$ cat src/hw/rtl/ec_point_add_mod_p_top_macros.svh
// Assertion macros for the point adder.
`ifndef EC_POINT_ADD_MOD_P_TOP_MACROS_SVH
`define EC_POINT_ADD_MOD_P_TOP_MACROS_SVH

// same-cycle implication
`define ECPA_AST_NOW(label, ante, cons) \
    label: assert property (@(posedge i_clk) disable iff (!i_rst_n) (ante) |-> (cons)) \
        else $error("ecpa assertion failed");

// next-cycle implication
`define ECPA_AST_NXT(label, ante, cons) \
    label: assert property (@(posedge i_clk) disable iff (!i_rst_n) (ante) |=> (cons)) \
        else $error("ecpa assertion failed");

`endif

$ cat src/hw/rtl/ecpa_pkg.sv
// ----------------------------------------------------------------------------
// ecpa_pkg
// Shared types, command codes and modular helpers for the point adder.
// ----------------------------------------------------------------------------
`timescale 1ns / 1ps
`default_nettype none

package ecpa_pkg;

    localparam int W    = 32;
    localparam int CW   = $clog2(W);

    typedef logic [W-1:0] t_word;

    typedef enum logic [4:0] {
        OP_NOP, OP_LOAD, OP_DIV, OP_RED_WB, OP_MUL,
        OP_TAN1, OP_TAN2, OP_TAN3, OP_CHORD, OP_EINIT,
        OP_EQ, OP_ET, OP_LAM, OP_RX1, OP_RX2, OP_TMP, OP_RY, OP_INF
    } t_op;

    typedef enum logic [2:0] {
        DS_PX, DS_PY, DS_QX, DS_QY, DS_A, DS_EUC
    } t_dsel;

    typedef enum logic [2:0] {
        MS_PXPX, MS_NUMT0, MS_QT1, MS_LAMLAM, MS_LAMTMP
    } t_msel;

    typedef struct packed {
        t_op   op;
        t_dsel dsel;
        t_msel msel;
    } t_cmd;

    typedef struct packed {
        logic div_done;
        logic mul_done;
        logic inf;
        logic dbl;
        logic r1_zero;
    } t_stat;

    // a, b < m
    function automatic t_word add_m(input t_word a, input t_word b, input t_word m);
        logic [W:0] s;
        s = {1'b0, a} + {1'b0, b};
        if (s >= {1'b0, m}) begin
            s = s - {1'b0, m};
        end
        return s[W-1:0];
    endfunction

    // a, b < m; wraparound gives the right residue
    function automatic t_word sub_m(input t_word a, input t_word b, input t_word m);
        t_word d;
        if (a >= b) begin
            d = a - b;
        end else begin
            d = a + (m - b);
        end
        return d;
    endfunction

endpackage

`default_nettype wire

$ cat src/hw/rtl/ecpa_dp.sv
// ----------------------------------------------------------------------------
// ecpa_dp
// Datapath: operand registers, bit-serial divider, bit-serial modular multiplier.
// ----------------------------------------------------------------------------
`timescale 1ns / 1ps
`default_nettype none

module ecpa_dp (
    input  wire logic           i_clk,
    input  wire logic           i_rst_n,
    input  wire ecpa_pkg::t_cmd i_cmd,
    output ecpa_pkg::t_stat     o_stat,
    input  wire logic           i_cfg_we,
    input  wire logic           i_cfg_idx,
    input  wire ecpa_pkg::t_word i_cfg_data,
    input  wire ecpa_pkg::t_word i_p_x,
    input  wire ecpa_pkg::t_word i_p_y,
    input  wire ecpa_pkg::t_word i_q_x,
    input  wire ecpa_pkg::t_word i_q_y,
    output logic                o_done,
    output ecpa_pkg::t_word     o_r_x,
    output ecpa_pkg::t_word     o_r_y,
    output logic                o_at_infinity
);

    ecpa_pkg::t_word r_cfg_a, r_cfg_m;
    ecpa_pkg::t_word r_m, r_px, r_py, r_qx, r_qy, r_a;
    ecpa_pkg::t_word r_num, r_den, r_lam, r_rx, r_tmp;
    ecpa_pkg::t_word r_r0, r_r1, r_t0, r_t1, r_qm;
    // divider
    ecpa_pkg::t_word   r_dn, r_dd, r_quot, r_rem;
    logic [ecpa_pkg::CW-1:0] r_dcnt;
    logic              r_dbusy;
    // multiplier
    ecpa_pkg::t_word   r_ma, r_mb, r_acc;
    logic [ecpa_pkg::CW-1:0] r_mcnt;
    logic              r_mbusy;
    // result
    ecpa_pkg::t_word   r_ox, r_oy;
    logic              r_oinf, r_ostb;

    logic [ecpa_pkg::W:0] rem_sh;
    logic                 q_bit;
    ecpa_pkg::t_word      n_rem, mul_dbl, n_acc, div_src, n_ry;

    always_comb begin
        rem_sh = {r_rem, r_dn[ecpa_pkg::W-1]};
        q_bit  = (rem_sh >= {1'b0, r_dd});
        n_rem  = q_bit ? ecpa_pkg::W'(rem_sh - {1'b0, r_dd}) : rem_sh[ecpa_pkg::W-1:0];
        mul_dbl = ecpa_pkg::add_m(r_acc, r_acc, r_m);
        n_acc  = r_mb[ecpa_pkg::W-1] ? ecpa_pkg::add_m(mul_dbl, r_ma, r_m) : mul_dbl;
        n_ry   = ecpa_pkg::sub_m(r_acc, r_py, r_m);
        case (i_cmd.dsel)
            ecpa_pkg::DS_PX:  div_src = r_px;
            ecpa_pkg::DS_PY:  div_src = r_py;
            ecpa_pkg::DS_QX:  div_src = r_qx;
            ecpa_pkg::DS_QY:  div_src = r_qy;
            ecpa_pkg::DS_A:   div_src = r_a;
            default:          div_src = r_r0;
        endcase
    end

    assign o_stat.div_done = !r_dbusy;
    assign o_stat.mul_done = !r_mbusy;
    assign o_stat.inf      = (r_px == r_qx) && (ecpa_pkg::add_m(r_py, r_qy, r_m) == '0);
    assign o_stat.dbl      = (r_px == r_qx) && (r_py == r_qy);
    assign o_stat.r1_zero  = (r_r1 == '0);

    // control state
    always_ff @(posedge i_clk) begin
        if (!i_rst_n) begin
            r_cfg_a <= '0;
            r_cfg_m <= ecpa_pkg::W'(23);
            r_dbusy <= 1'b0;
            r_mbusy <= 1'b0;
            r_dcnt  <= '0;
            r_mcnt  <= '0;
            r_ostb  <= 1'b0;
        end else begin
            if (i_cfg_we) begin
                if (i_cfg_idx) r_cfg_m <= i_cfg_data;
                else           r_cfg_a <= i_cfg_data;
            end
            r_ostb <= (i_cmd.op == ecpa_pkg::OP_RY) || (i_cmd.op == ecpa_pkg::OP_INF);
            if (i_cmd.op == ecpa_pkg::OP_DIV) begin
                r_dbusy <= 1'b1;
                r_dcnt  <= '0;
            end else if (r_dbusy) begin
                r_dcnt <= r_dcnt + 1'b1;
                if (r_dcnt == ecpa_pkg::CW'(ecpa_pkg::W - 1)) r_dbusy <= 1'b0;
            end
            if (i_cmd.op == ecpa_pkg::OP_MUL) begin
                r_mbusy <= 1'b1;
                r_mcnt  <= '0;
            end else if (r_mbusy) begin
                r_mcnt <= r_mcnt + 1'b1;
                if (r_mcnt == ecpa_pkg::CW'(ecpa_pkg::W - 1)) r_mbusy <= 1'b0;
            end
        end
    end

    // payload
    always_ff @(posedge i_clk) begin
        if (r_dbusy) begin
            r_rem  <= n_rem;
            r_dn   <= {r_dn[ecpa_pkg::W-2:0], 1'b0};
            r_quot <= {r_quot[ecpa_pkg::W-2:0], q_bit};
        end
        if (r_mbusy) begin
            r_acc <= n_acc;
            r_mb  <= {r_mb[ecpa_pkg::W-2:0], 1'b0};
        end
        case (i_cmd.op)
            ecpa_pkg::OP_LOAD: begin
                r_px <= i_p_x;
                r_py <= i_p_y;
                r_qx <= i_q_x;
                r_qy <= i_q_y;
                r_a  <= r_cfg_a;
                r_m  <= (r_cfg_m == '0) ? ecpa_pkg::W'(1) : r_cfg_m;
            end
            ecpa_pkg::OP_DIV: begin
                r_dn   <= div_src;
                r_dd   <= (i_cmd.dsel == ecpa_pkg::DS_EUC) ? r_r1 : r_m;
                r_rem  <= '0;
                r_quot <= '0;
            end
            ecpa_pkg::OP_RED_WB: begin
                case (i_cmd.dsel)
                    ecpa_pkg::DS_PX: r_px <= r_rem;
                    ecpa_pkg::DS_PY: r_py <= r_rem;
                    ecpa_pkg::DS_QX: r_qx <= r_rem;
                    ecpa_pkg::DS_QY: r_qy <= r_rem;
                    default:         r_a  <= r_rem;
                endcase
            end
            ecpa_pkg::OP_MUL: begin
                r_acc <= '0;
                case (i_cmd.msel)
                    ecpa_pkg::MS_PXPX:   begin r_ma <= r_px;  r_mb <= r_px;  end
                    ecpa_pkg::MS_NUMT0:  begin r_ma <= r_num; r_mb <= r_t0;  end
                    ecpa_pkg::MS_QT1:    begin r_ma <= r_qm;  r_mb <= r_t1;  end
                    ecpa_pkg::MS_LAMLAM: begin r_ma <= r_lam; r_mb <= r_lam; end
                    default:             begin r_ma <= r_lam; r_mb <= r_tmp; end
                endcase
            end
            ecpa_pkg::OP_TAN1: begin
                r_num <= ecpa_pkg::add_m(r_acc, r_acc, r_m);
                r_den <= ecpa_pkg::add_m(r_py, r_py, r_m);
            end
            ecpa_pkg::OP_TAN2: r_num <= ecpa_pkg::add_m(r_num, r_acc, r_m);
            ecpa_pkg::OP_TAN3: r_num <= ecpa_pkg::add_m(r_num, r_a, r_m);
            ecpa_pkg::OP_CHORD: begin
                r_num <= ecpa_pkg::sub_m(r_qy, r_py, r_m);
                r_den <= ecpa_pkg::sub_m(r_qx, r_px, r_m);
            end
            ecpa_pkg::OP_EINIT: begin
                r_r0 <= r_m;
                r_r1 <= r_den;
                r_t0 <= '0;
                r_t1 <= (r_m > ecpa_pkg::W'(1)) ? ecpa_pkg::W'(1) : '0;
            end
            ecpa_pkg::OP_EQ: begin
                // quotient reaches m only on the first step with v = 1
                r_qm <= (r_quot >= r_m) ? r_quot - r_m : r_quot;
                r_r0 <= r_r1;
                r_r1 <= r_rem;
            end
            ecpa_pkg::OP_ET: begin
                r_t1 <= ecpa_pkg::sub_m(r_t0, r_acc, r_m);
                r_t0 <= r_t1;
            end
            ecpa_pkg::OP_LAM: r_lam <= r_acc;
            ecpa_pkg::OP_RX1: r_rx  <= ecpa_pkg::sub_m(r_acc, r_px, r_m);
            ecpa_pkg::OP_RX2: r_rx  <= ecpa_pkg::sub_m(r_rx, r_qx, r_m);
            ecpa_pkg::OP_TMP: r_tmp <= ecpa_pkg::sub_m(r_px, r_rx, r_m);
            ecpa_pkg::OP_RY: begin
                r_ox   <= r_rx;
                r_oy   <= n_ry;
                r_oinf <= 1'b0;
            end
            ecpa_pkg::OP_INF: begin
                r_ox   <= '0;
                r_oy   <= '0;
                r_oinf <= 1'b1;
            end
            default: ;
        endcase
    end

    assign o_done        = r_ostb;
    assign o_r_x         = r_ox;
    assign o_r_y         = r_oy;
    assign o_at_infinity = r_oinf;

endmodule

`default_nettype wire

$ cat src/hw/rtl/ecpa_ctrl.sv
// ----------------------------------------------------------------------------
// ecpa_ctrl
// Sequencer: steps reductions, slope, Euclidean inverse and result formation.
// ----------------------------------------------------------------------------
`timescale 1ns / 1ps
`default_nettype none

module ecpa_ctrl (
    input  wire logic            i_clk,
    input  wire logic            i_rst_n,
    input  wire logic            i_start,
    output logic                 o_busy,
    input  wire ecpa_pkg::t_stat i_stat,
    output ecpa_pkg::t_cmd       o_cmd
);

    typedef enum logic [20:0] {
        S_IDLE  = 21'd1 << 0,  S_RED   = 21'd1 << 1,  S_REDWB = 21'd1 << 2,
        S_CLS   = 21'd1 << 3,  S_TAN1  = 21'd1 << 4,  S_TAN2  = 21'd1 << 5,
        S_TAN3  = 21'd1 << 6,  S_EINIT = 21'd1 << 7,  S_ECHK  = 21'd1 << 8,
        S_EQ    = 21'd1 << 9,  S_EMUL  = 21'd1 << 10, S_ET    = 21'd1 << 11,
        S_LAM   = 21'd1 << 12, S_SQ    = 21'd1 << 13, S_RX1   = 21'd1 << 14,
        S_RX2   = 21'd1 << 15, S_TMP   = 21'd1 << 16, S_YMUL  = 21'd1 << 17,
        S_RY    = 21'd1 << 18, S_WDIV  = 21'd1 << 19, S_WMUL  = 21'd1 << 20
    } t_state;

    t_state r_state, n_state, r_ret, n_ret;
    ecpa_pkg::t_dsel r_k, n_k;

    always_ff @(posedge i_clk) begin
        if (!i_rst_n) begin
            r_state <= S_IDLE;
            r_ret   <= S_IDLE;
            r_k     <= ecpa_pkg::DS_PX;
        end else begin
            r_state <= n_state;
            r_ret   <= n_ret;
            r_k     <= n_k;
        end
    end

    always_comb begin
        n_state     = r_state;
        n_ret       = r_ret;
        n_k         = r_k;
        o_cmd.op    = ecpa_pkg::OP_NOP;
        o_cmd.dsel  = r_k;
        o_cmd.msel  = ecpa_pkg::MS_PXPX;
        case (r_state)
            S_IDLE: begin
                if (i_start) begin
                    o_cmd.op = ecpa_pkg::OP_LOAD;
                    n_k      = ecpa_pkg::DS_PX;
                    n_state  = S_RED;
                end
            end
            S_RED: begin
                o_cmd.op = ecpa_pkg::OP_DIV;
                n_ret    = S_REDWB;
                n_state  = S_WDIV;
            end
            S_REDWB: begin
                o_cmd.op = ecpa_pkg::OP_RED_WB;
                n_state  = S_RED;
                case (r_k)
                    ecpa_pkg::DS_PX: n_k = ecpa_pkg::DS_PY;
                    ecpa_pkg::DS_PY: n_k = ecpa_pkg::DS_QX;
                    ecpa_pkg::DS_QX: n_k = ecpa_pkg::DS_QY;
                    ecpa_pkg::DS_QY: n_k = ecpa_pkg::DS_A;
                    default:         n_state = S_CLS;
                endcase
            end
            S_CLS: begin
                if (i_stat.inf) begin
                    o_cmd.op = ecpa_pkg::OP_INF;
                    n_state  = S_IDLE;
                end else if (i_stat.dbl) begin
                    o_cmd.op   = ecpa_pkg::OP_MUL;
                    o_cmd.msel = ecpa_pkg::MS_PXPX;
                    n_ret      = S_TAN1;
                    n_state    = S_WMUL;
                end else begin
                    o_cmd.op = ecpa_pkg::OP_CHORD;
                    n_state  = S_EINIT;
                end
            end
            S_TAN1: begin o_cmd.op = ecpa_pkg::OP_TAN1; n_state = S_TAN2; end
            S_TAN2: begin o_cmd.op = ecpa_pkg::OP_TAN2; n_state = S_TAN3; end
            S_TAN3: begin o_cmd.op = ecpa_pkg::OP_TAN3; n_state = S_EINIT; end
            S_EINIT: begin o_cmd.op = ecpa_pkg::OP_EINIT; n_state = S_ECHK; end
            S_ECHK: begin
                if (i_stat.r1_zero) begin
                    o_cmd.op   = ecpa_pkg::OP_MUL;
                    o_cmd.msel = ecpa_pkg::MS_NUMT0;
                    n_ret      = S_LAM;
                    n_state    = S_WMUL;
                end else begin
                    o_cmd.op   = ecpa_pkg::OP_DIV;
                    o_cmd.dsel = ecpa_pkg::DS_EUC;
                    n_ret      = S_EQ;
                    n_state    = S_WDIV;
                end
            end
            S_EQ: begin o_cmd.op = ecpa_pkg::OP_EQ; n_state = S_EMUL; end
            S_EMUL: begin
                o_cmd.op   = ecpa_pkg::OP_MUL;
                o_cmd.msel = ecpa_pkg::MS_QT1;
                n_ret      = S_ET;
                n_state    = S_WMUL;
            end
            S_ET: begin o_cmd.op = ecpa_pkg::OP_ET; n_state = S_ECHK; end
            S_LAM: begin o_cmd.op = ecpa_pkg::OP_LAM; n_state = S_SQ; end
            S_SQ: begin
                o_cmd.op   = ecpa_pkg::OP_MUL;
                o_cmd.msel = ecpa_pkg::MS_LAMLAM;
                n_ret      = S_RX1;
                n_state    = S_WMUL;
            end
            S_RX1: begin o_cmd.op = ecpa_pkg::OP_RX1; n_state = S_RX2; end
            S_RX2: begin o_cmd.op = ecpa_pkg::OP_RX2; n_state = S_TMP; end
            S_TMP: begin o_cmd.op = ecpa_pkg::OP_TMP; n_state = S_YMUL; end
            S_YMUL: begin
                o_cmd.op   = ecpa_pkg::OP_MUL;
                o_cmd.msel = ecpa_pkg::MS_LAMTMP;
                n_ret      = S_RY;
                n_state    = S_WMUL;
            end
            S_RY: begin o_cmd.op = ecpa_pkg::OP_RY; n_state = S_IDLE; end
            S_WDIV: if (i_stat.div_done) n_state = r_ret;
            S_WMUL: if (i_stat.mul_done) n_state = r_ret;
            default: n_state = S_IDLE;
        endcase
    end

    assign o_busy = (r_state != S_IDLE);

endmodule

`default_nettype wire

$ cat src/hw/rtl/ec_point_add_mod_p_top.sv
// ----------------------------------------------------------------------------
// ec_point_add_mod_p_top
// Affine point addition R = P + Q on a short Weierstrass curve mod p.
// ----------------------------------------------------------------------------
// A request is taken when start is high and busy is low; the result shows on
// o_r_x/o_r_y/o_at_infinity, held until the next result, with o_done, which is
// high for a single cycle; the result cannot be stalled. Every divide and
// modular multiply runs one bit per cycle. Work runs in order: operand
// reduction and the inverse-point check, then the extended-Euclid steps (up to
// ~46 steps), then lambda, x and y. Inverse points finish after the reduction
// phase. A new request can be taken in the cycle that o_done is shown.
`timescale 1ns / 1ps
`default_nettype none
`include "ec_point_add_mod_p_top_macros.svh"

module ec_point_add_mod_p_top (
    input  wire logic            i_clk,
    input  wire logic            i_rst_n,
    input  wire logic            start,
    output logic                 busy,
    input  wire logic            i_cfg_we,
    input  wire logic            i_cfg_idx,
    input  wire ecpa_pkg::t_word i_cfg_data,
    input  wire ecpa_pkg::t_word i_p_x,
    input  wire ecpa_pkg::t_word i_p_y,
    input  wire ecpa_pkg::t_word i_q_x,
    input  wire ecpa_pkg::t_word i_q_y,
    output logic                 o_done,
    output ecpa_pkg::t_word      o_r_x,
    output ecpa_pkg::t_word      o_r_y,
    output logic                 o_at_infinity
);

    ecpa_pkg::t_cmd  cmd;
    ecpa_pkg::t_stat stat;

    ecpa_ctrl u_ctrl (
        .i_clk   (i_clk),
        .i_rst_n (i_rst_n),
        .i_start (start),
        .o_busy  (busy),
        .i_stat  (stat),
        .o_cmd   (cmd)
    );

    ecpa_dp u_dp (
        .i_clk         (i_clk),
        .i_rst_n       (i_rst_n),
        .i_cmd         (cmd),
        .o_stat        (stat),
        .i_cfg_we      (i_cfg_we),
        .i_cfg_idx     (i_cfg_idx),
        .i_cfg_data    (i_cfg_data),
        .i_p_x         (i_p_x),
        .i_p_y         (i_p_y),
        .i_q_x         (i_q_x),
        .i_q_y         (i_q_y),
        .o_done        (o_done),
        .o_r_x         (o_r_x),
        .o_r_y         (o_r_y),
        .o_at_infinity (o_at_infinity)
    );

    `ECPA_AST_NXT(a_accept_busy, start && !busy, busy)
    `ECPA_AST_NOW(a_inf_zero, o_done && o_at_infinity, (o_r_x == '0) && (o_r_y == '0))
    `ECPA_AST_NXT(a_done_single, o_done, !o_done)
    `ECPA_AST_NOW(a_done_after_busy, o_done, !$past(busy) == 1'b0)

endmodule

`default_nettype wire

$ cat config.mk
export PLATFORM = sky130hd
export DESIGN_NAME = ec_point_add_mod_p_top
export DESIGN_NICKNAME = d
export VERILOG_FILES = /design/src/hw/rtl/ecpa_pkg.sv /design/src/hw/rtl/ecpa_dp.sv /design/src/hw/rtl/ecpa_ctrl.sv /design/src/hw/rtl/ec_point_add_mod_p_top.sv
export VERILOG_INCLUDE_DIRS = /design/src /design/src/hw/rtl
export SDC_FILE = /design/constraint.sdc
export NUM_CORES = 2
export LEC_CHECK = 0
export ABC_AREA = 1
export BUFFER_PORTS_ARGS = -buffer_cell sky130_fd_sc_hd__clkbuf_2
export CAP_MARGIN = 15
export CORE_MARGIN = 4
export CORE_UTILIZATION = 39
export CTS_BUF_LIST = sky130_fd_sc_hd__clkbuf_16
export CTS_CLUSTER_SIZE = 25
export DETAILED_ROUTE_END_ITERATION = 10
export PLACE_DENSITY = 0.63
export SLEW_MARGIN = 20
export SYNTH_ARGS = -nofsm -noshare
export SYNTH_HDL_FRONTEND = slang
export SYNTH_SLANG_ARGS = --single-unit
$ cat constraint.sdc
create_clock -name i_clk -period 7.9 [get_ports i_clk]
set_clock_uncertainty 0.05 [all_clocks]
set_input_delay 1.58 -clock i_clk [delete_from_list [all_inputs] [get_ports i_clk]]
set_output_delay 1.58 -clock i_clk [all_outputs]
set_load 0.03 [all_outputs]
[Word-level counts from Yosys, hierarchy flattened]
Index checks and enable logic that the tools add are counted.
Operators by class
  add/subtract/negate cells: 35
  magnitude comparators: 16
  equality and inequality tests: 65
  mux-type cells: 75
  bitwise operators: 2
  reduce and logical (&&, ||, !) cells: 36
Operator list (number)
  $mux 32: 26
  $pmux 32 s2: 13
  $sub 32x32->32: 20
  $pmux 21 s17: 1
  $ge 32x32->1: 8
  $pmux 32 s4: 2
  $ge 33x32->1: 7
  $add 32x32->32: 7
  $add 32x32->33: 6
  $mux 21: 8
  $pmux 32 s5: 1
  $pmux 21 s6: 1
  $logic_not 32->1: 3
  $pmux 32 s3: 1
  $pmux 5 s17: 1
  $eq 32x32->1: 2
  $eq 5x4->1 const B: 8
  $gt 32x1->1 const B: 1
  $pmux 3 s4: 2
  $eq 21x1->1 const B: 1
  $eq 21x10->1 const B: 1
  $eq 21x11->1 const B: 1
  $eq 21x12->1 const B: 1
  $eq 21x13->1 const B: 1
  other kinds (47): 106
Word-level totals
  bits in registers: 923
  input bits: 165
  output and inout port bits: 67
  logic and storage cells: 265

[Depth between registers and ports, before layout]
  depth in word-level cells: 10
  mapped depth: 49
  mapped depth without buffers: 48

[Hierarchy]
From an unflattened synthesis, not the netlist that was laid out.
Second synthesis, totals
  cell total of the unflattened synthesis: 14339
  area total of the unflattened synthesis: 97522.3 um^2
By module, submodules not included
  ecpa_dp: instances 1, cells each 14052, area each 95552.9 um^2, sequential area each 24633.6 um^2
  ecpa_ctrl: instances 1, cells each 287, area each 1969.4 um^2, sequential area each 640.6 um^2

[Worst setup path before layout]
OpenSTA, ideal clock, no wires.
  path type: register -> register
  start point: register u_dp.r_m[1]
  end point: register u_dp.r_acc[21]
  library setup time: 0.117 ns
  data arrival time: 6.754 ns
  required time: 7.733 ns
  path slack: 0.979 ns
  stages on the path, launching flop included: 47
  buffers on the path: 3
  period minus slack after synthesis: 6.921 ns
  cell sequence: edfxtp_1 inv_1 ha_1 nand2_1 nor2_1 nand2_1 o211ai_1 nand3_1 nand2_1 nand3_1 nand3_1 nand3_1 o211ai_1 nand2_1 nand2_1 clkinv_1 clkbuf_1 nor2_1 [... 11 more ...] inv_1 ha_1 nand2_1 nor2_1 inv_1 nor4_1 nand3_1 nand3_1 inv_1 and2_1 clkbuf_1 nand2_1 buf_1 nand2_1 nand3_1 nand2_1 nor2_1 nor2_1
Between the ends
  word-level cells in the longest chain between the ends: 7
  elaborated cells between the ends (all ways): 16
  those cells by class: 4 x add/sub; 3 x order compare; 1 x eq/ne; 6 x mux; 2 x reduce/logical
Ends and longest elaborated chain
  from (decl): RTL line ecpa_dp.sv:27  | ecpa_pkg::t_word r_m, r_px, r_py, r_qx, r_qy, r_a;
  from (signal assigned): RTL line ecpa_dp.sv:120  | r_m <= (r_cfg_m == '0) ? ecpa_pkg::W'(1) : r_cfg_m;
  parallel branches: the longest is 7 deep, another holds $add 32x32->33
  to (signal assigned): RTL line ecpa_dp.sv:110  | r_acc <= n_acc;
  to (decl): RTL line ecpa_dp.sv:35  | ecpa_pkg::t_word r_ma, r_mb, r_acc;
Several ways; the timed one is not identified.
A chain may end at the register's enable or synchronous reset.

[Worst setup path in the final report]
  start point: register u_dp.r_py[15]
  end point: register u_dp.r_num[27], enable pin
Between the ends
  word-level cells in the longest chain between the ends: 9
  elaborated cells between the ends (all ways): 16
  those cells by class: 2 x add/sub; 1 x order compare; 5 x eq/ne; 4 x mux; 4 x reduce/logical
Ends and longest elaborated chain
  from (decl): RTL line ecpa_dp.sv:27
  from (signal assigned): RTL line ecpa_dp.sv:116  | r_py <= i_p_y;
  from (signal assigned): RTL line ecpa_dp.sv:131  | ecpa_pkg::DS_PY: r_py <= r_rem;
  $add 32x32->33: RTL line ecpa_pkg.sv:46  | s = {1'b0, a} + {1'b0, b};
  $sub 32x32->32 or $ge 33x32->1 (tied branches): RTL line ecpa_pkg.sv:48, ecpa_pkg.sv:47
  $mux 32: RTL line ecpa_pkg.sv:47  | if (s >= {1'b0, m}) begin
  $logic_not 32->1: RTL line ecpa_dp.sv:65  | assign o_stat.inf = (r_px == r_qx) && (ecpa_pkg::add_m(r_py, r_qy, r_m) == '0);
  $logic_and 1x1->1: RTL line ecpa_dp.sv:65
  $mux 5 *: RTL line ecpa_ctrl.sv:74  | if (i_stat.inf) begin
  $pmux 5 s17 *: RTL line ecpa_ctrl.sv:49  | case (r_state)
  $eq 5x3->1 or $eq 5x4->1 (tied branches): RTL line ecpa_dp.sv:113  | case (i_cmd.op)
  $reduce_bool 4->1 (no source line) *
  to (signal assigned): RTL line ecpa_dp.sv:148  | r_num <= ecpa_pkg::add_m(r_acc, r_acc, r_m);
  to (signal assigned): RTL line ecpa_dp.sv:151  | ecpa_pkg::OP_TAN2: r_num <= ecpa_pkg::add_m(r_num, r_acc, r_m);
  to (signal assigned): RTL line ecpa_dp.sv:152  | ecpa_pkg::OP_TAN3: r_num <= ecpa_pkg::add_m(r_num, r_a, r_m);
  to (decl): RTL line ecpa_dp.sv:28  | ecpa_pkg::t_word r_num, r_den, r_lam, r_rx, r_tmp;
Every way passes the cells marked *; elsewhere a longest branch is shown, timed or not.

==> flow_metrics.tcl <==
set metrics [dict create \
    status "completed" \
    path_class "flop to flop" \
    leakage_nw 48.61 \
    synth-simple-area-share_pct 23.94 \
    rows 178 \
    syn-num-nets 14220 \
    arrival_ns 8.08 \
    clock_latency_ns 0.85 \
    dp_hpwl_um 458100 \
    die_x_um 493.6 \
    regToRegSetupSlack_ns 0.22 \
    setup_ws_ns 0.2198 \
    final_core_util_pct 43.78 \
    power_density_mw_per_mm2 313.5 \
    async_flop_share_pct 0 \
    pre_cts_slack_ns 0.2672 \
    ir_worst_vdd_v 0.0002325 \
    crit_top_cell "nand2_1" \
    synth_area_leader_cell "edfxtp_1" \
    rr_worst_depth 29 \
    worstReg2RegStart "u_dp.r_py[15]" \
    yosysMostFrequentCell "nand2_1" \
    wl_per_cell_um 33.13 \
    syn_inst 13040 \
    die_height_um 493.6 \
    drt-initial-drc-count 14550 \
    area_delta_synth_final_pct 11.86 \
    ys.flop_type "edfxtp_1" \
    yosysTopAreaCellShare_pct 23.02 \
    drive_gt1_share_pct 6.964 \
    period_minus_slack_ns 7.680 \
    routabilityCongestion 1.093 \
    synth_area_per_cell_um2 7.053 \
    rsz0062_at_grt "false" \
    slowest_stage "edfxtp_1" \
    hold_start "u_ctrl.r_ret[12]" \
    period_share_pct 97.22 \
    clk_pin_slew_worst_paths_ns 0.06 \
    worstHoldPathCells 2 \
    synth_xor_area_share_pct 6.571 \
    vias 100500 \
    grt-ovfl-total 0 \
    r2r-end "u_dp.r_num[27]" \
    synth_edf_count 705 \
    cts_buffers 111 \
    synth.top_cells.by_area "edfxtp_1, nand2_1, ha_1" \
    viasPerCell 6.007 \
    synth-adder-area-share_pct 14.73 \
    drc_errors 0 \
    tightest_slew_ns 1.317 \
    core_region_area_mm2 0.2350 \
    htreeDepth 3 \
    relSlewSlack_pct 11.43 \
    max_cap_violations 0 \
    grt_pass1_vias 90340 \
    ys_warn_count 0 \
    worst_hold_slack_ns 0.4000 \
    antenna_found_initial 84 \
    portBuffers 231 \
    cts_root_buffer "clkbuf_16" \
    netlist_area_mm2 0.09196 \
    hp-class "flop to flop" \
    ioPinCount 232 \
    routed_wirelength_um 554200 \
    critPathLaunchType "flop" \
    fmax_ghz 0.1302 \
    grt_util_all_layers_pct 43.73 \
    drv_slew 0 \
    finalHoldViolCount 0 \
    tns_ns 0 \
    ys_types 72 \
    fin_nets 14620 \
    p_total_mw 32.25 \
    start_util_pct 39.14 \
    clockBufferDepth 3 \
    hold_end "u_ctrl.r_state[12]" \
    setup_viol 0 \
    synth_compound_gate_area_share_pct 18.75 \
    path_max_fanout 32 \
    synth_top_family_by_area "simple AND/OR/NAND/NOR gates" \
    crit_path_end_kind "flop" \
    yosys_register_bits 910 \
    postCtsHoldBufs 0 \
    grt_max_degree 104 \
    cts_sinks 910 \
    grt_pass1_wl_um 740600 \
    required_ns 8.30 \
    cts_tree "yes" \
    firstDrtPassIters 8 \
    dieArea_mm2 0.2436 \
    cpPeakStageDelay_ns 0.71 \
    synthTopCellsByCount "nand2_1, inv_1, nor2_1" \
    seq_area_frac_synth_pct 27.48 \
    postRouteAntennaNets 0 \
    synth.area.mux_share_pct 0.06531 \
]
[kinds of logic after synthesis]
kind of cell	Yosys count
fa+ha+maj	1012
simple gates	5350
xor+xnor	690
flops	910
mux	6
buf+inv	2026
compound gates	3045
[worst max-delay path by stage]
stage | depth (start not counted) | slack [ns] | start | end
after floorplan | 46 | 0.98 | u_dp.r_m[1] | u_dp.r_acc[21]
after global placement | 46 | 0.38 | u_dp.r_m[4] | u_dp.r_acc[21]
after detailed placement | 44 | 0.27 | u_dp.r_m[4] | u_dp.r_acc[21]
after CTS | 44 | 0.24 | u_dp.r_m[4] | u_dp.r_acc[23]
after global routing | 48 | 0.0006 | u_dp.r_m[4] | u_dp.r_acc[21]
final | 29 | 0.22 | u_dp.r_py[15] | u_dp.r_num[27]
[power by group]
| part | total [mW] | switching, mW | internal (mW) |
|---|---|---|---|
| Sequential | 6.63 | 0.774 | 5.86 |
| Clock | 5.45 | 2.53 | 2.92 |
| Combinational | 20.2 | 14.2 | 6.00 |
| Total | 32.2 | 17.5 | 14.8 |
[critical path, delay by kind of cell (launching register included)]
family	cells	cell delay, ns
XOR/XNOR	1	0.38
adder cells (fa/ha/maj)	2	1.04
buffers and inverters	5	0.92
AO/OA/AOI/OAI	3	0.68
flip-flops	1	0.71
AND/OR/NAND/NOR	18	3.46
[layout by cell type, fill, tap and decap left out, types with 30 or more instances in the layout]
master,n
inv_1,1666
fa_1,118
edfxtp_1,705
a21oi_1,1140
o211ai_1,110
a31oi_1,82
nand3b_1,36
o21a_1,57
o21ai_0,1033
a211oi_1,74
clkbuf_16,112
clkbuf_2,231
a221oi_1,38
a2111oi_0,32
nand3_1,493
or2_2,35
nor2_1,1187
o22ai_1,116
dfxtp_1,204
nand4_1,177
clkinv_1,30
o21ai_1,63
xnor2_1,277
nand2_1,3100
diode_2,36
buf_4,388
ha_1,894
xor2_1,413
a21o_1,71
o21bai_1,74
nor4_1,88
nor3_1,157
[through the flow]
stage / instances / instance area, um^2
floorplan: 13040 / 91960
global placement: 16480 / 98940
detailed placement: 16480 / 98960
CTS: 16690 / 102700
global route: 16700 / 102800
finish: 16730 / 102900
[routing by layer]
| layer | vias to the layer above | part of all wire [%] | global-route usage [%] |
|---|---|---|---|
| li1 | 45140 | - | - |
| met1 | 47710 | 40 | 57.22 |
| met2 | 6252 | 39 | 60.46 |
| met3 | 1342 | 12 | 13.32 |
| met4 | 42 | 8.8 | 31.97 |
| met5 | - | 0.050 | 0 |
[timing repair]
| item | in CTS | in global routing |
|---|---|---|
| setup endpoints to repair | 0 | 32 |
| gates resized for setup | 0 | 12 |
| setup buffers | 0 | 1 |
[layout make-up]
cell class / instances / area, um^2
diodes: 36 / 90.09
clock buffers: 112 / 2803
clock inverters: 98 / 943.4
fillers: 24950 / 132100
inverters: 1688 / 6342
multi-input cells: 10100 / 59160
flip-flops and latches: 910 / 25280
well taps: 3150 / 3941
repair buffers: 631 / 4312
(Power assumes the default switching activity.)
